### config.mk
export PLATFORM = sky130hd
export DESIGN_NAME = saa_cfg_regs
export DESIGN_NICKNAME = d
export VERILOG_FILES = /design/src/sv/saa_pkg.sv /design/src/sv/saa_cfg_regs.sv
export SDC_FILE = /design/constraint.sdc
export NUM_CORES = 1
export LEC_CHECK = 0
export BUFFER_PORTS_ARGS = -buffer_cell sky130_fd_sc_hd__buf_4
export CORE_UTILIZATION = 30
export CTS_CLUSTER_SIZE = 40
export DETAILED_ROUTE_END_ITERATION = 8
export GPL_ROUTABILITY_DRIVEN = 0
export PLACE_DENSITY = 0.79
export SLEW_MARGIN = 0
export SYNTH_ARGS = -nofsm -noshare
export SYNTH_HDL_FRONTEND = slang
export SYNTH_SLANG_ARGS = --single-unit
export TNS_END_PERCENT = 5
### constraint.sdc
create_clock -name clk -period 0.9 [get_ports clk]
set_clock_uncertainty 0.1 [all_clocks]
set_input_delay 0.225 -clock clk [delete_from_list [all_inputs] [get_ports clk]]
set_output_delay 0.225 -clock clk [all_outputs]
set_load 0.01 [all_outputs]
### src/sv/saa_pkg.sv
`timescale 1ns / 1ps
// Shared types, sizes and helpers for the skyline atlas allocator.
// No dependencies; every other file in sv/ uses this package.
package saa_pkg;

    // Atlas geometry
    localparam int MAX_BLOCK_SIZE = 128;
    localparam int MAX_BLOCKS     = 16;

    localparam int COL_W     = (MAX_BLOCK_SIZE > 1) ? $clog2(MAX_BLOCK_SIZE) : 1;
    localparam int BLK_W     = (MAX_BLOCKS > 1) ? $clog2(MAX_BLOCKS) : 1;
    localparam int ADDR_W    = BLK_W + COL_W;
    localparam int RAM_DEPTH = 1 << ADDR_W;
    localparam int SKY_W     = $clog2(MAX_BLOCK_SIZE + 1);
    // Padded request size: 8-bit size plus twice a 4-bit padding
    localparam int FULL_W    = 9;
    localparam int EXT_W     = ((SKY_W > FULL_W) ? SKY_W : FULL_W) + 1;

    // Register file
    localparam int APB_AW = 3;
    localparam int APB_DW = 32;
    localparam logic [7:0] BLOCK_SIZE_RESET = 8'd128;
    localparam logic [3:0] PADDING_RESET    = 4'd0;

    typedef enum logic [0:0] {
        REG_BLOCK_SIZE = 1'b0,
        REG_PADDING    = 1'b1
    } reg_idx_t;

    typedef enum logic [0:0] {
        CMD_ALLOC = 1'b0,
        CMD_CLEAR = 1'b1
    } cmd_t;

    typedef struct packed {
        logic [7:0] block_size;
        logic [3:0] padding;
    } cfg_t;

    typedef struct packed {
        cmd_t       cmd;
        logic [7:0] rect_width;
        logic [7:0] rect_height;
    } req_t;

    typedef struct packed {
        logic       fail;
        logic [3:0] block_index;
        logic [6:0] x_offset;
        logic [6:0] y_offset;
    } res_t;

    // Single-port skyline memory request
    typedef struct packed {
        logic              we;
        logic [ADDR_W-1:0] addr;
        logic [SKY_W-1:0]  wdata;
    } ram_req_t;

    typedef struct packed {
        logic idle;
        logic res_valid;
    } scan_stat_t;

    typedef enum logic [2:0] {
        ST_WIPE,
        ST_IDLE,
        ST_START,
        ST_SCAN,
        ST_DECIDE,
        ST_RAISE,
        ST_RESULT
    } scan_state_t;

    // Block number folded into the 4-bit result field
    function automatic logic [3:0] blk_field(input logic [BLK_W-1:0] b);
        logic [BLK_W+3:0] t;
        t = {4'b0000, b};
        return t[3:0];
    endfunction

    // Offset plus padding, folded into the 7-bit result field
    function automatic logic [6:0] off_field(input logic [EXT_W-1:0] a,
                                             input logic [3:0] p);
        logic [EXT_W-1:0] s;
        s = a + EXT_W'(p);
        return s[6:0];
    endfunction

endpackage

### src/sv/saa_cfg_regs.sv
`timescale 1ns / 1ps
// APB-style configuration registers: block size and padding.
// Depends on saa_pkg for the register map and the cfg_t bundle.
module saa_cfg_regs (
    input  logic                          clk,
    input  logic                          rst_n,
    input  logic                          psel,
    input  logic                          penable,
    input  logic                          pwrite,
    input  logic [saa_pkg::APB_AW-1:0]    paddr,
    input  logic [saa_pkg::APB_DW-1:0]    pwdata,
    output logic [saa_pkg::APB_DW-1:0]    prdata,
    output logic                          pready,
    output saa_pkg::cfg_t                 cfg
);

    logic [7:0] block_size_reg;
    logic [3:0] padding_reg;
    logic       wr_en;

    assign pready = 1'b1;
    assign wr_en  = psel && penable && pwrite && pready;

    // Capture register writes; word index is paddr[2]
    always_ff @(posedge clk or negedge rst_n)
    begin
        if (!rst_n)
        begin
            block_size_reg <= saa_pkg::BLOCK_SIZE_RESET;
            padding_reg    <= saa_pkg::PADDING_RESET;
        end
        else if (wr_en)
        begin
            if (paddr[2] == saa_pkg::REG_PADDING)
            begin
                padding_reg <= pwdata[3:0];
            end
            else
            begin
                block_size_reg <= pwdata[7:0];
            end
        end
    end

    // Read back the selected register
    always_comb
    begin
        if (paddr[2] == saa_pkg::REG_PADDING)
        begin
            prdata = {28'd0, padding_reg};
        end
        else
        begin
            prdata = {24'd0, block_size_reg};
        end
    end

    assign cfg.block_size = block_size_reg;
    assign cfg.padding    = padding_reg;

endmodule

Yosys cells after proc, flatten, opt, wreduce, memory -nomap -nowiden --
Index checks and enable logic that the tools add are counted.
Operators by class: mux-type cells 1, bitwise logic cells 1, reduce and logical (&&, ||, !) cells 4
Operator list (number):
- 2-to-1 mux 8 bit | 1
- AND reduction 2 bit | 2
- logical AND 1 bit | 2
- NOT 1 bit | 1
Word-level totals: output and inout port bits 45, flip-flop bits (word level) 12

Longest topological paths before layout --
Gate-level depths: netlist of run 1.
word-level depth 3, depth in mapped cells 3, depth with buffers taken out 2

Worst setup path after synthesis of run 1 --
Ideal clock, no wire load.
path kind input to register, from input port paddr[2] (netlist name), to register block_size_reg[0], arrival 847 ps, cell stages on the path 3, slack -172 ps, buffers on the path 1, cell sequence buf_6 -> nand4b_4 -> mux2_2
Between the ends: word-level cells in the longest chain between the ends 2
RTL lines:
- start, declared | RTL line saa_cfg_regs.sv:10 | input logic [saa_pkg::APB_AW-1:0] paddr,
- NOT 1 bit (no line)
- AND reduction 2 bit (no line)
- end signal, assigned | RTL line saa_cfg_regs.sv:29 | block_size_reg <= saa_pkg::BLOCK_SIZE_RESET;
- end signal, assigned | RTL line saa_cfg_regs.sv:40 | block_size_reg <= pwdata[7:0];
- end, declared | RTL line saa_cfg_regs.sv:17 | logic [7:0] block_size_reg;
No other way between the ends. A chain may end at the register's enable or synchronous reset.

Worst setup path in the final report of run 1 --
from register block_size_reg[3], to output port prdata[3] (netlist name)
Between the ends: word-level cells in the longest chain between the ends 1
RTL lines:
- 2-to-1 mux 8 bit | RTL line saa_cfg_regs.sv:48 | if (paddr[2] == saa_pkg::REG_PADDING)
- end, declared | RTL line saa_cfg_regs.sv:12 | output logic [saa_pkg::APB_DW-1:0] prdata,
No other way between the ends.

==> report_table.html, run 1 <==
<table>
<tr><th>Metric</th><th>Value</th></tr>
<tr><th colspan="2">Power and ir drop</th></tr>
<tr><td>Sequential Power Share</td><td>0.325</td></tr>
<tr><td>IR drop worst, VDD</td><td>0.000823 V</td></tr>
<tr><td>Clock network fraction of total power</td><td>0.185</td></tr>
<tr><td>Power Internal</td><td>1630 uW</td></tr>
<tr><td>Overall power after layout</td><td>2280 uW</td></tr>
<tr><td>Comb power frac</td><td>0.490</td></tr>
<tr><td>Switching power summed over all nets</td><td>between 600 and 700 uW</td></tr>
<tr><td>Sw frac</td><td>0.286</td></tr>
<tr><td>Static power due to leakage</td><td>0.000636 uW</td></tr>
<tr><td>Power density of the placed cells</td><td>about 1900 nW/um^2</td></tr>
<tr><th colspan="2">Route</th></tr>
<tr><td>Post-DRT Antenna Nets</td><td>0</td></tr>
<tr><td>Number of design rule violations left after detail routing</td><td>0</td></tr>
<tr><td>First-pass iteration count of the detailed router</td><td>2</td></tr>
<tr><td>Uppermost layer routed</td><td>met3</td></tr>
<tr><td>Average wire length per cell after detail routing</td><td>approximately 12 um</td></tr>
<tr><td>Wire length reported by the detailed router</td><td>about 1.6 mm</td></tr>
<tr><td>Via total after detailed routing</td><td>about 550</td></tr>
<tr><td>First DRT Iteration DRCs</td><td>7</td></tr>
<tr><td>Length of routed wiring on met1</td><td>between 600 and 700 um</td></tr>
<tr><td>Met2 wire length</td><td>around 770 um</td></tr>
<tr><td>Met3 wire length</td><td>between 100 and 150 um</td></tr>
<tr><td>Avg Vias per Cell</td><td>4.01</td></tr>
<tr><th colspan="2">Timing</th></tr>
<tr><td>Final hold vios</td><td>0</td></tr>
<tr><td>Post-route clock period utilization</td><td>1.55</td></tr>
<tr><td>Highest Clock Rate</td><td>slightly above 0.7 GHz</td></tr>
<tr><td>Crit path time final</td><td>approximately 1400 ps</td></tr>
<tr><td>Unrepaired setup endpoints after global routing</td><td>true</td></tr>
<tr><td>Final setup violation count</td><td>31</td></tr>
<tr><td>Slack of the critical path</td><td>-495 ps</td></tr>
<tr><td>Total count of max-transition violations in the final report</td><td>0</td></tr>
<tr><th colspan="2">Global route</th></tr>
<tr><td>Global-route wire length before repair</td><td>between 2 and 2.5 mm</td></tr>
<tr><td>Vias in the first global route</td><td>approximately 530</td></tr>
<tr><td>Antenna violations before repair</td><td>0</td></tr>
<tr><td>Total Routing Usage GR</td><td>0.121</td></tr>
<tr><td>GRT overflow</td><td>0</td></tr>
<tr><td>Pin count of the biggest net entering global routing</td><td>13</td></tr>
<tr><th colspan="2">Finish</th></tr>
<tr><td>Count of nets after finishing</td><td>approximately 150</td></tr>
<tr><td>Share of cells above drive strength 1</td><td>0.655</td></tr>
<tr><td>Max FFs per register</td><td>8</td></tr>
<tr><td>Number of antenna diodes</td><td>0</td></tr>
<tr><td>Area Growth Syn to Fin</td><td>56.1%</td></tr>
<tr><td>Number of fill cells in the layout</td><td>between 200 and 250</td></tr>
<tr><th colspan="2">Logic synthesis</th></tr>
<tr><td>Mean post-synth cell area</td><td>between 10 and 15 um^2</td></tr>
<tr><td>Cells after synthesis</td><td>62</td></tr>
<tr><td>Flops &amp; latches, synth</td><td>12</td></tr>
<tr><td>Number of warnings printed during yosys synthesis</td><td>0</td></tr>
<tr><td>Most frequently used cell type in the post-synthesis netlist</td><td>sky130_fd_sc_hd__buf_4</td></tr>
<tr><td>Most used standard cells in the synthesized netlist</td><td>25 x sky130_fd_sc_hd__buf_4, 16 x sky130_fd_sc_hd__mux2_2, 11 x sky130_fd_sc_hd__dfrtp_1, 4 x sky130_fd_sc_hd__and2b_2, 2 x sky130_fd_sc_hd__conb_1</td></tr>
<tr><td>Cell taking the most area after synthesis</td><td>sky130_fd_sc_hd__dfrtp_1</td></tr>
<tr><td>Post-synth cell types</td><td>9</td></tr>
<tr><td>Sequential area share after synthesis</td><td>0.400</td></tr>
<tr><td>Share of Yosys cell area claimed by the top area cell type</td><td>0.365</td></tr>
<tr><td>Count of flip-flops with a built-in enable after synthesis</td><td>0</td></tr>
<tr><td>Biggest area contributors in the synthesized netlist</td><td>sky130_fd_sc_hd__dfrtp_1 37%, sky130_fd_sc_hd__buf_4 25%, sky130_fd_sc_hd__mux2_2 24%</td></tr>
<tr><td>Cell area after technology mapping</td><td>roughly 750 um^2</td></tr>
<tr><td>Dominant synthesized flop cell</td><td>sky130_fd_sc_hd__dfrtp_1</td></tr>
<tr><td>Proportion of synthesized flip-flops having asynchronous set or reset</td><td>1.00</td></tr>
<tr><th colspan="2">Setup path</th></tr>
<tr><td>Critical-path maximum fanout</td><td>2</td></tr>
<tr><td>Required time of the critical path</td><td>~570 ps</td></tr>
<tr><td>Data arrival time of the critical path</td><td>approximately 1100 ps</td></tr>
<tr><td>Setup Crit Path Kind</td><td>reg2out</td></tr>
<tr><td>CP startpoint kind</td><td>register</td></tr>
<tr><td>Type of element capturing the critical path</td><td>primary output</td></tr>
<tr><th colspan="2">Clocking</th></tr>
<tr><td>Clock Sink Count</td><td>12</td></tr>
<tr><td>Clock Tree Root</td><td>sky130_fd_sc_hd__clkbuf_4</td></tr>
<tr><td>Number of buffers on the longest clock path</td><td>2</td></tr>
<tr><td>H-tree levels</td><td>1</td></tr>
<tr><td>Clock transition at the registers of the reported paths</td><td>approximately 80 ps</td></tr>
<tr><td>Total clock buffers created by CTS</td><td>3</td></tr>
<tr><td>CTS tree</td><td>built</td></tr>
<tr><td>Skew-Pair Late Insertion Delay</td><td>approximately 270 ps</td></tr>
<tr><th colspan="2">Die</th></tr>
<tr><td>Core area</td><td>about 2300 um^2</td></tr>
<tr><td>Starting density of the core</td><td>0.328</td></tr>
<tr><td>Number of rows created at floorplan</td><td>17</td></tr>
<tr><td>Full die area</td><td>roughly 2700 um^2</td></tr>
<tr><td>Die width</td><td>about 52 um</td></tr>
<tr><td>IO Count</td><td>between 80 and 90</td></tr>
<tr><td>Overall die height</td><td>around 52 um</td></tr>
<tr><th colspan="2">Hold path</th></tr>
<tr><td>Classification of the worst-slack hold path</td><td>in2reg</td></tr>
<tr><th colspan="2">Place</th></tr>
<tr><td>Placement Setup Slack</td><td>-298 ps</td></tr>
<tr><td>Estimated wirelength of the detail-placed design</td><td>1.21 mm</td></tr>
<tr><td>Port-buffer cells</td><td>33</td></tr>
<tr><th colspan="2">Status</th></tr>
<tr><td>Violations in the final reports</td><td>setup timing</td></tr>
<tr><td>Status</td><td>complete, but fails checks</td></tr>
<tr><th colspan="2">Job</th></tr>
<tr><td>Max-capacitance violation count</td><td>0</td></tr>
</table>
stage by stage:
step	setup TNS, ps	hold WS (ps)	instances	instance area [um^2]	util
2_1_floorplan	-2610	-171	85	840	-
3_3_place_gp	-5410	-30.3	132	1010	0.441
3_5_place_dp	-5920	-28.9	132	1010	0.441
4_1_cts	-8840	79.5	138	1150	0.499
5_1_grt	-9790	66.7	138	1180	0.512
6_report	-8570	84.7	138	1180	0.512
cell usage in the layout (no fill, tap or decap):
cell                            netlist  layout
sky130_fd_sc_hd__and2b_2              4       4
sky130_fd_sc_hd__buf_4               25      23
sky130_fd_sc_hd__buf_6                1      23
sky130_fd_sc_hd__clkbuf_4             0       3
sky130_fd_sc_hd__clkbuf_8             0       1
sky130_fd_sc_hd__conb_1               2      25
sky130_fd_sc_hd__dfrtp_1             11      11
sky130_fd_sc_hd__dfstp_2              1       1
sky130_fd_sc_hd__dlygate4sd3_1        0       1
sky130_fd_sc_hd__mux2_2              16      10
sky130_fd_sc_hd__mux2_4               0       6
sky130_fd_sc_hd__nand4_1              1       1
sky130_fd_sc_hd__nand4b_4             1       1
power groups by stage:
stage | Combinational (uW) | Clock, uW | Sequential [uW]
finish | 1120 | 423 | 741
global route | 1190 | 477 | 758
CTS | 1070 | 443 | 731
detailed placement | 896 | 0 | 735
global placement | 884 | 0 | 729
floorplan | 356 | 0 | 805
final timing paths:
check	startpoint	cells after the start	slack, ps	to
min reg2reg	block_size_reg[4]	2	510	block_size_reg[4]
min in group asynchronous	rst_n	2	230	block_size_reg[3]
max reg2reg	padding_reg[2]	3	-180	padding_reg[2]
max	block_size_reg[3]	2	-490	prdata[3]
min	pwdata[5]	2	80	block_size_reg[5]
max in group asynchronous	rst_n	2	240	block_size_reg[7]
cell families after synthesis:
group / Yosys count / synth area share
multiplexers: 16 / 0.239
other: 2 / 0.00997
buffers and inverters: 26 / 0.264
AND/OR/NAND/NOR: 6 / 0.0864
flip-flops: 12 / 0.400
per-layer routing:
layer,vias to the layer above,global-route usage
met1,259,0.158
met4,0,0.0405
met2,43,0.190
met5,-,0
li1,252,-
met3,0,0.0351
worst max-delay path: stages (launching register included):
cell	delay (ps)
sky130_fd_sc_hd__dfrtp_1	400
sky130_fd_sc_hd__mux2_2	280
sky130_fd_sc_hd__buf_6	120
layout make-up:
class | instances | area [um^2] | share of cell area
clock buffers | 4 | 36.3 | 0.0309
multi-input cells | 47 | 362 | 0.307
flip-flops and latches | 12 | 302 | 0.256
repair buffers | 47 | 442 | 0.376
well taps | 28 | 35.0 | 0.0298
timing repair:
item | in CTS | in global routing
buffers inserted | 1 | 0
endpoints found under the hold margin | 12 | 0
hold buffers | 1 | 0
resized for setup | 21 | 8
setup endpoints to repair | 31 | 31
Power figures use the tool's default switching activity.
==> run 2, diff against run 1 <==
--- a/config.mk
+++ b/config.mk
@@ -6,10 +6,12 @@
 export NUM_CORES = 1
 export LEC_CHECK = 0
 export BUFFER_PORTS_ARGS = -buffer_cell sky130_fd_sc_hd__buf_4
+export CORE_ASPECT_RATIO = 1.2
 export CORE_UTILIZATION = 30
 export CTS_CLUSTER_SIZE = 40
 export DETAILED_ROUTE_END_ITERATION = 8
 export GPL_ROUTABILITY_DRIVEN = 0
+export GPL_TIMING_DRIVEN = 0
 export PLACE_DENSITY = 0.79
 export SLEW_MARGIN = 0
 export SYNTH_ARGS = -nofsm -noshare
==> report_table.html, run 2 (synthesized netlist as in run 1, its figures left out) <==
<table>
<tr><th>Metric</th><th>Value</th></tr>
<tr><th colspan="2">Route</th></tr>
<tr><td>Post-DRT Antenna Nets</td><td>0</td></tr>
<tr><td>First-pass iteration count of the detailed router</td><td>2</td></tr>
<tr><td>Avg Vias per Cell</td><td>roughly 3.8</td></tr>
<tr><td>Via total after detailed routing</td><td>roughly 610</td></tr>
<tr><td>Wire length reported by the detailed router</td><td>around 1.7 mm</td></tr>
<tr><td>First DRT Iteration DRCs</td><td>1</td></tr>
<tr><td>Average wire length per cell after detail routing</td><td>approximately 10 um</td></tr>
<tr><td>Number of design rule violations left after detail routing</td><td>0</td></tr>
<tr><th colspan="2">Die</th></tr>
<tr><td>Die width</td><td>between 40 and 50 um</td></tr>
<tr><td>Number of rows created at floorplan</td><td>19</td></tr>
<tr><td>IO Count</td><td>85</td></tr>
<tr><td>Overall die height</td><td>between 50 and 60 um</td></tr>
<tr><td>Core area</td><td>2330 um^2</td></tr>
<tr><td>Starting density of the core</td><td>0.323</td></tr>
<tr><td>Full die area</td><td>about 2700 um^2</td></tr>
<tr><th colspan="2">Global route</th></tr>
<tr><td>Antenna violations before repair</td><td>0</td></tr>
<tr><td>Total Routing Usage GR</td><td>0.128</td></tr>
<tr><td>Met2 Resource Use GR</td><td>0.257</td></tr>
<tr><td>Fraction of met1 tracks used by global routing</td><td>0.114</td></tr>
<tr><td>Vias in the first global route</td><td>between 500 and 600</td></tr>
<tr><td>Pin count of the biggest net entering global routing</td><td>13</td></tr>
<tr><td>Most congested layer reported by global routing</td><td>met2</td></tr>
<tr><td>GRT overflow</td><td>0</td></tr>
<tr><td>Global-route wire length before repair</td><td>2.44 mm</td></tr>
<tr><td>Met3 usage</td><td>0.0482</td></tr>
<tr><th colspan="2">Setup path</th></tr>
<tr><td>Type of element capturing the critical path</td><td>primary output</td></tr>
<tr><td>Data arrival time of the critical path</td><td>between 1000 and 1500 ps</td></tr>
<tr><td>CP startpoint kind</td><td>register</td></tr>
<tr><td>Critical-path maximum fanout</td><td>2</td></tr>
<tr><td>Register-to-register path setup slack</td><td>-90 ps</td></tr>
<tr><td>Worst path top cell family by delay</td><td>flip-flops</td></tr>
<tr><td>Required time of the critical path</td><td>around 570 ps</td></tr>
<tr><td>Cells along the critical path</td><td>mux2_2 &gt; buf_6</td></tr>
<tr><td>CP max-delay cell</td><td>sky130_fd_sc_hd__dfrtp_1</td></tr>
<tr><td>Buffering stage count on the worst path with inverters included</td><td>1</td></tr>
<tr><td>Slowest stage delay, CP</td><td>390 ps</td></tr>
<tr><td>Setup Crit Path Kind</td><td>reg2out</td></tr>
<tr><th colspan="2">Finish</th></tr>
<tr><td>Number of antenna diodes</td><td>0</td></tr>
<tr><td>Max FFs per register</td><td>8</td></tr>
<tr><td>Leading cell type in the layout, fill and taps excluded</td><td>sky130_fd_sc_hd__buf_4</td></tr>
<tr><td>Share of cells above drive strength 1</td><td>0.700</td></tr>
<tr><td>Count of nets after finishing</td><td>between 150 and 200</td></tr>
<tr><td>Non-filler instance count after layout</td><td>around 160</td></tr>
<tr><td>Area Growth Syn to Fin</td><td>68.8%</td></tr>
<tr><td>Commonest non-fill, non-tap cells in the layout</td><td>54 x sky130_fd_sc_hd__buf_4, 25 x sky130_fd_sc_hd__conb_1, 12 x sky130_fd_sc_hd__buf_6, 12 x sky130_fd_sc_hd__mux2_2, 11 x sky130_fd_sc_hd__dfrtp_1</td></tr>
<tr><th colspan="2">Timing</th></tr>
<tr><td>Final hold slack</td><td>just over 90 ps</td></tr>
<tr><td>Slack of the critical path</td><td>-479 ps</td></tr>
<tr><td>Unrepaired setup endpoints after global routing</td><td>true</td></tr>
<tr><td>Total count of max-transition violations in the final report</td><td>0</td></tr>
<tr><td>Crit path time final</td><td>1380 ps</td></tr>
<tr><td>Post-route clock period utilization</td><td>1.53</td></tr>
<tr><td>Final hold vios</td><td>0</td></tr>
<tr><td>Final setup violation count</td><td>28</td></tr>
<tr><td>Highest Clock Rate</td><td>approximately 0.73 GHz</td></tr>
<tr><th colspan="2">Clocking</th></tr>
<tr><td>CTS tree</td><td>built</td></tr>
<tr><td>Clock transition at the registers of the reported paths</td><td>approximately 80 ps</td></tr>
<tr><td>Total clock buffers created by CTS</td><td>3</td></tr>
<tr><td>Skew-Pair Late Insertion Delay</td><td>~270 ps</td></tr>
<tr><td>H-tree levels</td><td>1</td></tr>
<tr><td>Clock Sink Count</td><td>12</td></tr>
<tr><td>Clock Tree Root</td><td>sky130_fd_sc_hd__clkbuf_4</td></tr>
<tr><td>Number of buffers on the longest clock path</td><td>2</td></tr>
<tr><th colspan="2">Place</th></tr>
<tr><td>Number of placed instances, taps included</td><td>roughly 150</td></tr>
<tr><td>Port-buffer cells</td><td>32</td></tr>
<tr><td>Placement Setup Slack</td><td>-290 ps</td></tr>
<tr><th colspan="2">Power and ir drop</th></tr>
<tr><td>IR drop worst, VDD</td><td>between 0.001 and 0.0015 V</td></tr>
<tr><td>Overall power after layout</td><td>about 2100 uW</td></tr>
<tr><td>Power density of the placed cells</td><td>1650 nW/um^2</td></tr>
<tr><td>Static power due to leakage</td><td>roughly 0.0007 uW</td></tr>
<tr><th colspan="2">Status</th></tr>
<tr><td>Status</td><td>complete, but fails checks</td></tr>
<tr><td>Violations in the final reports</td><td>setup timing</td></tr>
<tr><th colspan="2">Hold path</th></tr>
<tr><td>Classification of the worst-slack hold path</td><td>in2reg</td></tr>
<tr><th colspan="2">Job</th></tr>
<tr><td>Max-capacitance violation count</td><td>0</td></tr>
</table>
-- run 2: routing by layer --
layer	wire length, um	share of wire
met1	573	0.35
met5	0	0
met4	0	0
met3	123	0.074
met2	963	0.58
-- run 2: area by class of cell --
cell class | instances | area [um^2]
timing repair buffer | 41 | 352
multi-input combinational | 47 | 354
buffer | 26 | 199
tap | 31 | 38.8
clock buffer | 4 | 26.3
fill | 217 | 1060
sequential | 12 | 302
-- run 2: stage by stage --
step / TNS, ps / area, um^2 / utilization
2_1_floorplan: -2610 / 840 / -
3_3_place_gp: -4900 / 1120 / 0.480
3_5_place_dp: -4890 / 1120 / 0.480
4_1_cts: -8000 / 1260 / 0.539
5_1_grt: -8920 / 1270 / 0.546
6_report: -7820 / 1270 / 0.546
-- run 2: worst paths after layout --
check	start	endpoint	cells after the start
max	padding_reg[0]	prdata[0]	2
max reg2reg	padding_reg[2]	padding_reg[2]	2
min reg2reg	block_size_reg[6]	block_size_reg[6]	1
min	pwdata[0]	block_size_reg[0]	2
min in group asynchronous	rst_n	block_size_reg[2]	2
max in group asynchronous	rst_n	block_size_reg[7]	2
-- run 2: repair_timing --
action | in CTS | in global routing
hold buffers | 1 | 0
setup endpoints to repair | 20 | 29
setup buffers | 8 | 0
gates resized for setup | 11 | 4
endpoints found under the hold margin | 12 | 0
-- run 2: power by group --
group	leakage [uW]	switching (uW)	internal, uW
clock	0.0000150	163	171
combinational	0.000559	370	653
sequential	0.000143	71.6	666
total	0.000717	605	1490
