### config.mk
export PLATFORM = sky130hd
export DESIGN_NAME = saa_scan
export DESIGN_NICKNAME = d
export VERILOG_FILES = /design/src/sv/saa_pkg.sv /design/src/sv/saa_scan.sv
export SDC_FILE = /design/constraint.sdc
export NUM_CORES = 1
export LEC_CHECK = 0
export BUFFER_PORTS_ARGS = -buffer_cell sky130_fd_sc_hd__buf_4
export CORE_MARGIN = 2
export CORE_UTILIZATION = 30
export CTS_CLUSTER_DIAMETER = 50
export DETAILED_ROUTE_END_ITERATION = 6
export PLACE_DENSITY_LB_ADDON = 0.1
export SLEW_MARGIN = 10
export SYNTH_ARGS = -nofsm -noshare
export SYNTH_HDL_FRONTEND = slang
export SYNTH_SLANG_ARGS = --single-unit
### constraint.sdc
create_clock -name clk -period 7.5 [get_ports clk]
set_input_delay 0 -clock clk [delete_from_list [all_inputs] [get_ports clk]]
set_output_delay 0 -clock clk [all_outputs]
set_load 0.02 [all_outputs]
### src/sv/saa_pkg.sv
`timescale 1ns / 1ps
// Shared types, sizes and helpers for the skyline atlas allocator.
// No dependencies; every other file in sv/ uses this package.
package saa_pkg;

    // Atlas geometry
    localparam int MAX_BLOCK_SIZE = 128;
    localparam int MAX_BLOCKS     = 16;

    localparam int COL_W     = (MAX_BLOCK_SIZE > 1) ? $clog2(MAX_BLOCK_SIZE) : 1;
    localparam int BLK_W     = (MAX_BLOCKS > 1) ? $clog2(MAX_BLOCKS) : 1;
    localparam int ADDR_W    = BLK_W + COL_W;
    localparam int RAM_DEPTH = 1 << ADDR_W;
    localparam int SKY_W     = $clog2(MAX_BLOCK_SIZE + 1);
    // Padded request size: 8-bit size plus twice a 4-bit padding
    localparam int FULL_W    = 9;
    localparam int EXT_W     = ((SKY_W > FULL_W) ? SKY_W : FULL_W) + 1;

    // Register file
    localparam int APB_AW = 3;
    localparam int APB_DW = 32;
    localparam logic [7:0] BLOCK_SIZE_RESET = 8'd128;
    localparam logic [3:0] PADDING_RESET    = 4'd0;

    typedef enum logic [0:0] {
        REG_BLOCK_SIZE = 1'b0,
        REG_PADDING    = 1'b1
    } reg_idx_t;

    typedef enum logic [0:0] {
        CMD_ALLOC = 1'b0,
        CMD_CLEAR = 1'b1
    } cmd_t;

    typedef struct packed {
        logic [7:0] block_size;
        logic [3:0] padding;
    } cfg_t;

    typedef struct packed {
        cmd_t       cmd;
        logic [7:0] rect_width;
        logic [7:0] rect_height;
    } req_t;

    typedef struct packed {
        logic       fail;
        logic [3:0] block_index;
        logic [6:0] x_offset;
        logic [6:0] y_offset;
    } res_t;

    // Single-port skyline memory request
    typedef struct packed {
        logic              we;
        logic [ADDR_W-1:0] addr;
        logic [SKY_W-1:0]  wdata;
    } ram_req_t;

    typedef struct packed {
        logic idle;
        logic res_valid;
    } scan_stat_t;

    typedef enum logic [2:0] {
        ST_WIPE,
        ST_IDLE,
        ST_START,
        ST_SCAN,
        ST_DECIDE,
        ST_RAISE,
        ST_RESULT
    } scan_state_t;

    // Block number folded into the 4-bit result field
    function automatic logic [3:0] blk_field(input logic [BLK_W-1:0] b);
        logic [BLK_W+3:0] t;
        t = {4'b0000, b};
        return t[3:0];
    endfunction

    // Offset plus padding, folded into the 7-bit result field
    function automatic logic [6:0] off_field(input logic [EXT_W-1:0] a,
                                             input logic [3:0] p);
        logic [EXT_W-1:0] s;
        s = a + EXT_W'(p);
        return s[6:0];
    endfunction

endpackage

### src/sv/saa_scan.sv
`timescale 1ns / 1ps
// Allocation sequencer: scans skyline columns out of the memory, picks the
// lowest window, raises it, and sweeps the memory on reset and clear.
// Depends on saa_pkg; drives the port of saa_sky_ram.
module saa_scan (
    input  logic                              clk,
    input  logic                              rst_n,
    input  saa_pkg::cfg_t                     cfg,
    input  logic                              req_valid,
    input  saa_pkg::req_t                     req,
    output saa_pkg::scan_stat_t               stat,
    output saa_pkg::res_t                     res,
    input  logic                              res_ready,
    output saa_pkg::ram_req_t                 ram_req,
    input  logic [saa_pkg::SKY_W-1:0]         ram_rdata
);

    localparam int CW = saa_pkg::COL_W;
    localparam int BW = saa_pkg::BLK_W;
    localparam int SW = saa_pkg::SKY_W;
    localparam int EW = saa_pkg::EXT_W;
    localparam int AW = saa_pkg::ADDR_W;

    saa_pkg::scan_state_t state_reg, state_next;

    logic [AW-1:0] wipe_reg, wipe_next;
    logic          clr_res_reg, clr_res_next;
    logic [BW-1:0] blk_reg, blk_next;
    logic [CW-1:0] x_reg, x_next;
    logic [CW-1:0] k_reg, k_next;
    logic [CW-1:0] bx_reg, bx_next;
    logic [CW-1:0] xlast_reg, xlast_next;
    logic [SW-1:0] top_reg, top_next;
    logic [SW-1:0] best_reg, best_next;
    logic          best_vld_reg, best_vld_next;
    logic [SW-1:0] pw_reg, pw_next;
    logic [SW-1:0] ph_reg, ph_next;
    logic [SW-1:0] bs_reg, bs_next;
    logic [3:0]    pad_reg, pad_next;
    saa_pkg::res_t res_reg, res_next;

    // Request sizing
    logic [EW-1:0] pad2_ext;
    logic [EW-1:0] pw_full;
    logic [EW-1:0] ph_full;
    logic [EW-1:0] bs_cfg;
    logic [EW-1:0] bs_eff;
    logic [EW-1:0] xlast_full;

    // Scan datapath
    logic [SW-1:0] top_new;
    logic [SW-1:0] pw_m1;
    logic          abort;
    logic          last_k;
    logic [EW-1:0] fit_sum;
    logic [SW-1:0] raise_val;

    assign pad2_ext   = EW'({cfg.padding, 1'b0});
    assign pw_full    = EW'(req.rect_width) + pad2_ext;
    assign ph_full    = EW'(req.rect_height) + pad2_ext;
    assign bs_cfg     = EW'(cfg.block_size);
    assign xlast_full = bs_eff - pw_full;

    // Clamp block size to the supported range
    always_comb
    begin
        if (bs_cfg == '0)
        begin
            bs_eff = EW'(1);
        end
        else if (bs_cfg > EW'(saa_pkg::MAX_BLOCK_SIZE))
        begin
            bs_eff = EW'(saa_pkg::MAX_BLOCK_SIZE);
        end
        else
        begin
            bs_eff = bs_cfg;
        end
    end

    assign top_new   = ((k_reg == '0) || (ram_rdata > top_reg)) ? ram_rdata : top_reg;
    assign pw_m1     = pw_reg - SW'(1);
    assign last_k    = (k_reg == pw_m1[CW-1:0]);
    assign abort     = best_vld_reg && (top_new >= best_reg);
    assign fit_sum   = EW'(best_reg) + EW'(ph_reg);
    assign raise_val = best_reg + ph_reg;

    // State register
    always_ff @(posedge clk or negedge rst_n)
    begin
        if (!rst_n)
        begin
            state_reg   <= saa_pkg::ST_WIPE;
            wipe_reg    <= '0;
            clr_res_reg <= 1'b0;
        end
        else
        begin
            state_reg   <= state_next;
            wipe_reg    <= wipe_next;
            clr_res_reg <= clr_res_next;
        end
    end

    // Working registers
    always_ff @(posedge clk)
    begin
        blk_reg      <= blk_next;
        x_reg        <= x_next;
        k_reg        <= k_next;
        bx_reg       <= bx_next;
        xlast_reg    <= xlast_next;
        top_reg      <= top_next;
        best_reg     <= best_next;
        best_vld_reg <= best_vld_next;
        pw_reg       <= pw_next;
        ph_reg       <= ph_next;
        bs_reg       <= bs_next;
        pad_reg      <= pad_next;
        res_reg      <= res_next;
    end

    // Next state, memory port and datapath updates
    always_comb
    begin
        state_next    = state_reg;
        wipe_next     = wipe_reg;
        clr_res_next  = clr_res_reg;
        blk_next      = blk_reg;
        x_next        = x_reg;
        k_next        = k_reg;
        bx_next       = bx_reg;
        xlast_next    = xlast_reg;
        top_next      = top_reg;
        best_next     = best_reg;
        best_vld_next = best_vld_reg;
        pw_next       = pw_reg;
        ph_next       = ph_reg;
        bs_next       = bs_reg;
        pad_next      = pad_reg;
        res_next      = res_reg;
        ram_req.we    = 1'b0;
        ram_req.addr  = {blk_reg, x_reg + k_reg};
        ram_req.wdata = '0;

        case (state_reg)
            // Zero one entry per cycle
            saa_pkg::ST_WIPE:
            begin
                ram_req.we    = 1'b1;
                ram_req.addr  = wipe_reg;
                ram_req.wdata = '0;
                wipe_next     = wipe_reg + AW'(1);
                if (wipe_reg == '1)
                begin
                    res_next     = '0;
                    clr_res_next = 1'b0;
                    state_next   = clr_res_reg ? saa_pkg::ST_RESULT : saa_pkg::ST_IDLE;
                end
            end

            // Take a request and sort out the trivial outcomes
            saa_pkg::ST_IDLE:
            begin
                if (req_valid)
                begin
                    pad_next   = cfg.padding;
                    pw_next    = pw_full[SW-1:0];
                    ph_next    = ph_full[SW-1:0];
                    bs_next    = bs_eff[SW-1:0];
                    xlast_next = xlast_full[CW-1:0];
                    blk_next   = '0;
                    res_next   = '0;
                    if (req.cmd == saa_pkg::CMD_CLEAR)
                    begin
                        wipe_next    = '0;
                        clr_res_next = 1'b1;
                        state_next   = saa_pkg::ST_WIPE;
                    end
                    else if ((pw_full == '0) || (ph_full == '0))
                    begin
                        state_next = saa_pkg::ST_RESULT;
                    end
                    else if ((pw_full > bs_eff) || (ph_full > bs_eff))
                    begin
                        res_next.fail = 1'b1;
                        state_next    = saa_pkg::ST_RESULT;
                    end
                    else
                    begin
                        state_next = saa_pkg::ST_START;
                    end
                end
            end

            // Issue the read of column 0 of the current block
            saa_pkg::ST_START:
            begin
                ram_req.addr  = {blk_reg, {CW{1'b0}}};
                x_next        = '0;
                k_next        = '0;
                best_vld_next = 1'b0;
                state_next    = saa_pkg::ST_SCAN;
            end

            // One column per cycle; drop a window once it cannot win
            saa_pkg::ST_SCAN:
            begin
                top_next = top_new;
                if (abort || last_k)
                begin
                    if (!abort)
                    begin
                        best_next     = top_new;
                        best_vld_next = 1'b1;
                        bx_next       = x_reg;
                    end
                    k_next = '0;
                    if (x_reg == xlast_reg)
                    begin
                        state_next = saa_pkg::ST_DECIDE;
                    end
                    else
                    begin
                        x_next = x_reg + CW'(1);
                    end
                end
                else
                begin
                    k_next = k_reg + CW'(1);
                end
                ram_req.addr = {blk_reg, x_next + k_next};
            end

            // Place here, try the next block, or give up
            saa_pkg::ST_DECIDE:
            begin
                k_next = '0;
                if (best_vld_reg && (fit_sum <= EW'(bs_reg)))
                begin
                    state_next = saa_pkg::ST_RAISE;
                end
                else if (blk_reg == BW'(saa_pkg::MAX_BLOCKS - 1))
                begin
                    res_next      = '0;
                    res_next.fail = 1'b1;
                    state_next    = saa_pkg::ST_RESULT;
                end
                else
                begin
                    blk_next   = blk_reg + BW'(1);
                    state_next = saa_pkg::ST_START;
                end
            end

            // Write the new height under the span
            saa_pkg::ST_RAISE:
            begin
                ram_req.we    = 1'b1;
                ram_req.addr  = {blk_reg, bx_reg + k_reg};
                ram_req.wdata = raise_val;
                k_next        = k_reg + CW'(1);
                if (last_k)
                begin
                    res_next.fail        = 1'b0;
                    res_next.block_index = saa_pkg::blk_field(blk_reg);
                    res_next.x_offset    = saa_pkg::off_field(EW'(bx_reg), pad_reg);
                    res_next.y_offset    = saa_pkg::off_field(EW'(best_reg), pad_reg);
                    state_next           = saa_pkg::ST_RESULT;
                end
            end

            // Hold the result until the output register takes it
            saa_pkg::ST_RESULT:
            begin
                if (res_ready)
                begin
                    state_next = saa_pkg::ST_IDLE;
                end
            end

            default:
            begin
                state_next = saa_pkg::ST_IDLE;
            end
        endcase
    end

    assign stat.idle      = (state_reg == saa_pkg::ST_IDLE);
    assign stat.res_valid = (state_reg == saa_pkg::ST_RESULT);
    assign res            = res_reg;

endmodule

Word level (Yosys, flattened, before mapping)
Cells that the tools add are included.

word-level totals
  bits in registers = 110
  input bits = 41
  output and inout bits = 41
  logic and storage cells = 137

cells by class
  $add $sub $neg = 15
  $lt $le $gt $ge = 6
  eq/ne operators = 21
  mux-type cells = 49
  bitwise logic cells = 1
  reduce and logical (&&, ||, !) cells = 26

operators by type and width
  kind                   number
  $mux 19                5
  $pmux 19 s4            1
  $pmux 11 s4            1
  $mux 3                 12
  $mux 7                 5
  $mux 8                 4
  $logic_not 10->1       3
  $mux 11                2
  $pmux 11 s2            1
  $add 7x7->7            3
  $pmux 3 s7             1
  $pmux 7 s3             1
  $ne 2x2->1 const B     10
  $add 8x5->9            2
  $gt 9x8->1             2
  $add 7x1->7 const B    2
  $add 7x4->7            2
  $eq 7x7->1             2
  $pmux 7 s2             1
  $mux 4                 3
  $reduce_and 6->1       2
  $add 11x1->11 const B  1
  $eq 11x11->1 const B   1
  $add 8x8->9            1
  other kinds (28)       50

Depth between registers and ports, before layout
Gate-level depths: netlist of the first run.

  depth in word-level cells = 10
  mapped depth = 28
  gate-level depth less buffers = 27

Worst setup path after synthesis of the first run
No wires, ideal clock.

  kind = reg2out
  start = reg top_reg[1]
  end = out ram_req[14] (netlist bit)
  arrival = 4938 ps
  data required time = 7500 ps
  setup slack = 2562 ps
  stages on the path, launching flop included = 28
  buffers on the path = 1
  cell sequence = edfxtp_1 -> inv_1 -> ha_1 -> nor2b_1 -> o21a_1 -> o21ai_0 -> nand2b_1 -> a21oi_1 -> o21ai_0 -> o21ai_0 -> nand2_1 -> clkbuf_1 -> o21ai_0 -> ha_1 -> a21o_1 -> a211oi_1 -> o32a_1 -> nand2_1 -> nor2_1 -> ha_1 -> inv_1 -> fa_1 -> nand3b_1 -> a221oi_1 -> a211oi_1 -> o31ai_1 -> xor2_1 -> o21ai_1

RTL lines
  what                    line             source
  start, declared         saa_scan.sv:33   logic [SW-1:0] top_reg, top_next;
  start signal, assigned  saa_scan.sv:113  top_reg <= top_next;
  end, declared           saa_scan.sv:14   output saa_pkg::ram_req_t ram_req,

==> results of run 1 <==
## cell families after synthesis
logic type | count (synthesis) | share of synthesized area (%)
adders and majority gates | 96 | 16.23
DFF | 110 | 41.55
and+or+nand+nor | 245 | 15.59
AOI/OAI and AO/OA | 153 | 12.34
buffers and inverters | 89 | 4.348
xor gates and xnor gates | 76 | 8.568
muxes | 10 | 1.369
## synthesized netlist by cell type, types with 20 or more instances
master,number,area (um^2)
xor2_1,30,262.8
edfxtp_1,95,2853
ha_1,88,1101
nand2_1,62,232.7
nor2_1,58,217.7
a21oi_1,46,230.2
xnor2_1,46,402.9
o21ai_0,35,175.2
a21o_1,21,157.7
nor2b_1,20,125.1
inv_1,70,262.8
## stage by stage
stage | instances | worst slack, ps
floorplan | 779 | 2562
global placement | 1177 | 1893
detailed placement | 1177 | 1838
CTS | 1203 | 1449
global route | 1203 | 725.0
finish | 1203 | 1487
## worst min-delay path by stage
stage	to	slack, ps	cells past startpoint
after floorplan	clr_res_reg	-300	0
after global placement	clr_res_reg	-130	1
after detailed placement	wipe_reg[9]	-120	1
after CTS	ph_reg[1]	0.1	2
after global routing	ph_reg[1]	20	2
final	state_reg[1]	10	4
## power breakdown
group	internal, mW	switching [mW]
sequential	0.919	0.201
clock	0.268	0.249
combinational	0.797	1.12
total	1.98	1.57
## layer usage
| layer | share of wire [%] | wire (um) | track usage, % | vias up |
|---|---|---|---|---|
| met5 | 0 | 0 | 0 | - |
| met1 | 52 | 10460 | 22.92 | 2580 |
| met4 | 1.1 | 224 | 3.913 | 0 |
| li1 | - | - | - | 2953 |
| met3 | 3.8 | 773 | 1.934 | 14 |
| met2 | 43 | 8781 | 24.06 | 109 |
## area by class of cell
cell class,count,area share (%)
multi-input combinational,580,45.89
tap,330,4.492
sequential,110,35.12
inverter,70,2.859
timing repair buffer,97,8.195
clock buffer,9,2.450
clock inverter,7,0.9937
## critical path, cell delays in order (launching register included)
cell and delay (ps):
edfxtp_1 360, inv_1 70, ha_1 230, nor2b_1 140, o21a_1 160, o21ai_0 140
nand2b_1 70, a21oi_1 130, o21ai_0 80, o21ai_0 80, nand2_1 290, o21ai_0 440
ha_1 300, a21o_1 170, a211oi_1 280, o32a_1 370, nand2_1 260, nor2_1 170
ha_1 200, inv_1 60, fa_1 410, nand3b_1 180, a221oi_1 240, a211oi_1 120
o31ai_1 300, xor2_1 180, o21ai_1 70, buf_4 170
==> results.cfg, run 1 <==
[yosys]
syn-num-nets = 916
synth_edf_count = 95
synth_seq_cells = 110
synth_cells = 779
ys.flop_type = edfxtp_1
ys_seq_area_share_pct = 41.55
async_flop_share_pct = 13.64
ys_warn_count = 0
syn_avg_cell_area_um2 = 9.973
syn_area_um2 = 7769
yosysUniqueCellTypes = 56

[final_layout]
diodes = 0
final_area_um2 = 9191
fill_cells = 2603
drive_above_1_share_pct = 13.75
multi_input_area_um2 = 4218
utilization_pct = 36.29
layout_commonest_cell = edfxtp_1
nets = 1005
seq_area_um2 = 3228
largest_reg_flops = 19
area_growth_pct = 18.31
final_cell_mix = edfxtp_1 (95), ha_1 (88), buf_4 (87)

[power_and_ir_drop]
peakVddDrop_v = 0.0001840
leakage_nw = 3.972
total_power_mw = 3.555
power_density_nw_per_um2 = 386.7

[cts]
cts_root_buf = clkbuf_16
cts_resized = 0
h-tree-depth = 3
clockBufferDepth = 2
clock_latency_ps = 350
path_clk_slew_ps = 80
postCtsSetupRepairBufs = 0
cts_tree = yes
hold_buffers = 10
cts.sinks = 110
cts_buffers = 9

[routing]
dr_total_vias = 5656
viasPerCell = 4.702
drtPass1Iterations = 4
wl_mm = 20.24
drc_errors = 0
drt-wirelength-per-cell_um = 16.83
antenna_left = 0
dr.first_iter.drc_count = 315

[status]
status = finished clean

[grt]
grt_pass1_vias = 5619
grt_pass1_wl_mm = 31.93
grt_max_degree = 37
grt_usage_pct = 15.54
grt-ovfl-total = 0
antenna_found_initial = 2

[die]
die_area_um2 = 27200
die_w_um = 164.9
initial_core_util_pct = 30.67
die_height_um = 164.9
row_count = 58
coreArea_um2 = 25330
pin_count = 82

[placement]
gp_congestion = 0.8170
port_buffers = 81
place_area_um2 = 8775
dp_hpwl_mm = 16.25

[setup_path]
start_kind = register
critPathCaptureType = output pin
timing.rr.start = top_reg[1]
reg2reg_slack_ps = 2930
arrival_ps = 6010
cp_data_required_time_ps = 7500
path_class = register to output pin
cp-endpoint = ram_req[14]
startpoint = top_reg[1]
rr_endpoint = state_reg[2]
crit_path_max_fanout = 15
r2r.worst_path.cells = 20

[sta]
period_share_pct = 80.17
relSlewSlack_pct = 43.43
drv_slew = 0
holdWs_ps = 12.73
timing.fmax_ghz = 0.1663
rsz0062_at_grt = false
finalHoldViolations = 0
period_minus_slack_ps = 6013
setup_viol = 0
tns_ps = 0
finClkSkew_ps = 10.55
worstMarginPinSlew_ps = 846.7

[hold_path]
hp-start = req[16]
hold_class = primary input to register

[flow_run]
drv_cap = 0
No activity file was read; power rests on OpenSTA's default activity.
==> run 2: changes to the inputs <==
clock period = 5.6 ns   (was 7.5 ns; I/O delays follow)
==> results.cfg, run 2 (synthesized netlist as in run 1, its figures left out) <==
[die]
row_count = 58
coreArea_um2 = 25330
die_height_um = 164.9
die_area_um2 = 27200
pin_count = 82
die_w_um = 164.9
initial_core_util_pct = 30.67

[cts]
cts_root_buf = clkbuf_16
h-tree-depth = 3
cts_tree = yes
cts.sinks = 110
path_clk_slew_ps = 80
clockBufferDepth = 2
clock_latency_ps = 360
cts_buffers = 9

[status]
status = finished clean

[placement]
dp_hpwl_mm = 16.47
placedCellCount = 1186
gp_congestion = 0.8153
dp_slack_ps = 117.4
place_area_um2 = 8842
port_buffers = 81

[final_layout]
diodes = 0
drive_above_1_share_pct = 17.40
fill_cells = 2572
layout_commonest_cell = buf_4
utilization_pct = 37.20
largest_reg_flops = 19
layoutNonFillerInstCount = 1221
final_cell_mix = buf_4 (99), edfxtp_1 (95), ha_1 (85)
final_area_um2 = 9423
nets = 1023
area_growth_pct = 21.29

[setup_path]
path_class = register to output pin
cp_data_required_time_ps = 5600
max_stage_delay_ps = 390
arrival_ps = 5300
start_kind = register
slowest_stage = edfxtp_1
crit_path_max_fanout = 5
critPathCaptureType = output pin

[hold_path]
hold_class = primary input to register

[sta]
worstMarginPinSlew_ps = 832.6
holdWs_ps = 18.52
timing.fmax_ghz = 0.1887
relSlewSlack_pct = 44.38
rsz0062_at_grt = true
period_minus_slack_ps = 5300
setup_viol = 0
post-route-worst-setup-slack_ps = 300.1
period_share_pct = 94.64
drv_slew = 0
finalHoldViolations = 0
finClkSkew_ps = 12.99
tns_ps = 0

[routing]
antenna_left = 0
drc_errors = 0
wl_mm = 20.72
dr.first_iter.drc_count = 351
drtPass1Iterations = 4
dr_total_vias = 5764
viasPerCell = 4.721
drt-wirelength-per-cell_um = 16.97

[power_and_ir_drop]
total_power_mw = 4.900
peakVddDrop_v = 0.0002500
power_density_nw_per_um2 = 520.0
leakage_nw = 4.062

[grt]
grt_pass1_vias = 5747
grt_usage_pct = 15.79
grt_max_degree = 37
grt_pass1_wl_mm = 32.27
antenna_found_initial = 0
grt-ovfl-total = 0

[flow_run]
drv_cap = 0
run 2: final timing paths:
check                                  from            to  slack (ps)  cells past startpoint
worst max-delay path             top_reg[1]   ram_req[14]         300                     28
worst min-delay path                 req[1]     ph_reg[1]          20                      2
worst max register to register  best_reg[0]  state_reg[1]        1440                     16
worst min register to register  clr_res_reg   clr_res_reg         510                      1
max in group asynchronous             rst_n   wipe_reg[0]        5390                      2
min in group asynchronous             rst_n  wipe_reg[10]          40                      2
run 2: area by class of cell:
class	instances	area, um^2	area share (%)
clock inverter	7	55.05	0.5843
timing repair buffer	114	894.6	9.494
clock buffer	9	225.2	2.390
multi-input combinational	581	4344	46.10
tap	330	412.9	4.382
inverter	70	262.8	2.788
sequential	110	3228	34.26
run 2: report_power, final:
| part | internal [mW] | leakage [nW] | switching (mW) |
|---|---|---|---|
| combinational | 1.20 | 2.84 | 1.62 |
| clock | 0.310 | 0.135 | 0.326 |
| sequential | 1.23 | 1.09 | 0.223 |
| total | 2.73 | 4.06 | 2.17 |
run 2: layer usage:
metal / wire [um] / up-vias / global-route usage, %
met1: 10320 / 2684 / 22.69
met3: 909 / 11 / 2.210
met4: 208 / 0 / 3.794
li1: - / 2976 / -
met2: 9277 / 93 / 25.09
met5: 0 / - / 0
run 2: what timing repair did:
| item | CTS | global route |
|---|---|---|
| pin swaps | 2 | 18 |
| endpoints found under the setup margin | 2 | 3 |
| hold buffers | 11 | 3 |
| cloned | 1 | 0 |
| resized for setup | 5 | 34 |
| setup buffers | 1 | 3 |
| hold endpoints to repair | 25 | 6 |
run 2: worst max-delay path: cells and delay by family, from the launching register on:
family                     cells  cell delay [ps]
AOI/OAI and AO/OA             13             2000
adders and majority gates      4             1050
and+or+nand+nor                5              620
DFF                            1              390
xor gates and xnor gates       2              340
buffers and inverters          3              300
muxes                          1              240
==> run 3: changes to the inputs <==
ABC_AREA = 1   (was unset)
==> results.cfg, run 3 <==
[status]
status = finished clean

[final_layout]
layout_commonest_cell = nand2_1
drive_above_1_share_pct = 11.97
fill_cells = 2738
largest_reg_flops = 19
nets = 1201
final_cell_mix = nand2_1 (175), inv_1 (172), nor2_1 (106)
diodes = 0
area_growth_pct = 17.62
final_area_um2 = 9478

[sta]
finClkSkew_ps = 11.60
setup_viol = 0
tns_ps = 0
rsz0062_at_grt = false
worstMarginPinSlew_ps = 1070
period_minus_slack_ps = 4928
period_share_pct = 87.99
timing.fmax_ghz = 0.2029
relSlewSlack_pct = 28.50
drv_slew = 0
post-route-worst-setup-slack_ps = 672.5
finalHoldViolations = 0
holdWs_ps = 13.37

[setup_path]
cp-endpoint = ram_req[14]
max_stage_delay_ps = 390
startpoint = top_reg[3]
arrival_ps = 4930
cp_data_required_time_ps = 5600
start_kind = register
slowest_stage = fa_1
cpMostUsedCell = nand2_1
timing.rr.start = best_reg[0]
reg2reg_slack_ps = 1620
path_class = register to output pin
critPathCaptureType = output pin
r2r.worst_path.cells = 19
rr_endpoint = res[2]
crit_path_max_fanout = 16

[die]
die_height_um = 167.9
row_count = 59
pin_count = 82
initial_core_util_pct = 30.75
die_area_um2 = 28190
die_w_um = 167.9
coreArea_um2 = 26210

[cts]
h-tree-depth = 3
clockBufferDepth = 2
clock_latency_ps = 360
cts_buffers = 9
path_clk_slew_ps = 70
cts.sinks = 110
cts_tree = yes
cts_root_buf = clkbuf_16

[routing]
dr.first_iter.drc_count = 338
dr_total_vias = 6463
drt-wirelength-per-cell_um = 15.39
antenna_left = 0
viasPerCell = 4.603
drtPass1Iterations = 5
drc_errors = 0
wl_mm = 21.61

[placement]
gp_congestion = 0.8552
port_buffers = 81
dp_slack_ps = 852.1
place_area_um2 = 9092
dp_hpwl_mm = 17.41

[yosys]
syn_avg_cell_area_um2 = 8.324
synth_seq_cells = 110
syn_area_um2 = 8058
netlist.area_leader.share_pct = 35.40
synthTopCellsByCount = nand2_1 (176), inv_1 (172), nor2_1 (107)
syn-num-nets = 1105
synth_top_area_cell = edfxtp_1
yosysMostFrequentCell = nand2_1
ys.flop_type = edfxtp_1
ys_warn_count = 0
synth_edf_count = 95
synth_cells = 968
ys_top_cells_by_area = edfxtp_1 (35%), ha_1 (14%), nand2_1 (8.2%), inv_1 (8.0%), nor2_1 (5.0%)
async_flop_share_pct = 13.64
yosysUniqueCellTypes = 47
ys_seq_area_share_pct = 40.06

[flow_run]
drv_cap = 0

[power_and_ir_drop]
p_clk_share_pct = 14.7
switching_power_mw = 2.094
combinationalPowerShare_pct = 54.1
peakVddDrop_v = 0.0001525
swShare_pct = 46.03
leakage_nw = 4.515
p_seq_share_pct = 31.3
intPower_mw = 2.455
power_density_nw_per_um2 = 480.0

[grt]
grt-ovfl-total = 0
grt_max_degree = 37
grt_pass1_vias = 6370
grt_pass1_wl_mm = 34.87
antenna_found_initial = 0
grt_usage_pct = 15.90

[hold_path]
hold_class = primary input to register
==> run 3: cell count changes in the layout (fill, tap and decap cells not counted), moves of 29 or more <==
cell and delta:
nand2_1 +115, inv_1 +104, nor2_1 +48, nand3_1 +38, xnor2_1 -36, o21ai_0 +29
==> run 3: area by class of cell <==
type                    count  area (um^2)  share of cell area, %
clock inverters             5        38.79                 0.4092
clock buffers              11        264.0                  2.785
repair buffers             95        733.2                  7.736
inverters                 175        656.9                  6.931
flip-flops and latches    110         3228                  34.06
well taps                 335        419.2                  4.422
multi-input cells         673         4138                  43.66
==> run 3: power groups by stage <==
| stage | registers [mW] | logic (mW) | clock network (mW) |
|---|---|---|---|
| 2_1_floorplan | 1.45 | 1.61 | 0 |
| 6_report | 1.42 | 2.46 | 0.667 |
| 3_5_place_dp | 1.45 | 2.47 | 0 |
| 5_1_grt | 1.45 | 2.81 | 0.720 |
| 4_1_cts | 1.43 | 2.49 | 0.689 |
| 3_3_place_gp | 1.45 | 2.48 | 0 |
==> run 3: routing by layer <==
| metal | vias up | wire, um | global-route usage [%] |
|---|---|---|---|
| li1 | 3392 | - | - |
| met1 | 2934 | 10860 | 22.22 |
| met2 | 122 | 9667 | 25.75 |
| met3 | 15 | 815 | 2.938 |
| met4 | 0 | 274 | 3.327 |
| met5 | - | 0 | 0 |
==> run 3: worst min-delay path by stage <==
| stage | from | end | slack [ps] | depth (start not counted) |
|---|---|---|---|---|
| 2_1_floorplan | rst_n | clr_res_reg | -300 | 0 |
| 3_3_place_gp | rst_n | wipe_reg[8] | -120 | 1 |
| 3_5_place_dp | rst_n | state_reg[1] | -120 | 1 |
| 4_1_cts | cfg[10] | bs_reg[6] | 8 | 3 |
| 5_1_grt | rst_n | wipe_reg[6] | 30 | 2 |
| 6_report | cfg[10] | bs_reg[6] | 10 | 3 |
==> run 3: cell families after synthesis <==
kind of cell	count (synthesis)	share of synthesized area, %
buffers and inverters	185	8.867
XOR/XNOR	39	4.239
AND/OR/NAND/NOR	393	21.12
multiplexers	1	0.1242
adder cells (fa/ha/maj)	96	15.65
AO/OA/AOI/OAI	144	9.938
flip-flops	110	40.06
==> run 3: critical path: cells and delay by family (launching register included) <==
family / cells / cell delay, ps
simple gates: 14 / 1500
fa+ha+maj: 4 / 1120
buf+inv: 6 / 660
flops: 1 / 360
compound gates: 6 / 840
xor+xnor: 1 / 90
==> run 3: what timing repair did <==
item / 4_1_cts / 5_1_grt
setup buffers: 0 / 0
hold endpoints to repair: 23 / 0
resized for setup: 0 / 3
setup endpoints to repair: 0 / 3
hold buffers: 8 / 0
==> run 3: through the flow <==
step	power [mW]	utilization, %	std cells
2_1_floorplan	3.062	-	968
3_3_place_gp	3.929	34.70	1380
3_5_place_dp	3.920	34.70	1380
4_1_cts	4.610	36.16	1404
5_1_grt	4.980	36.17	1404
6_report	4.549	36.17	1404
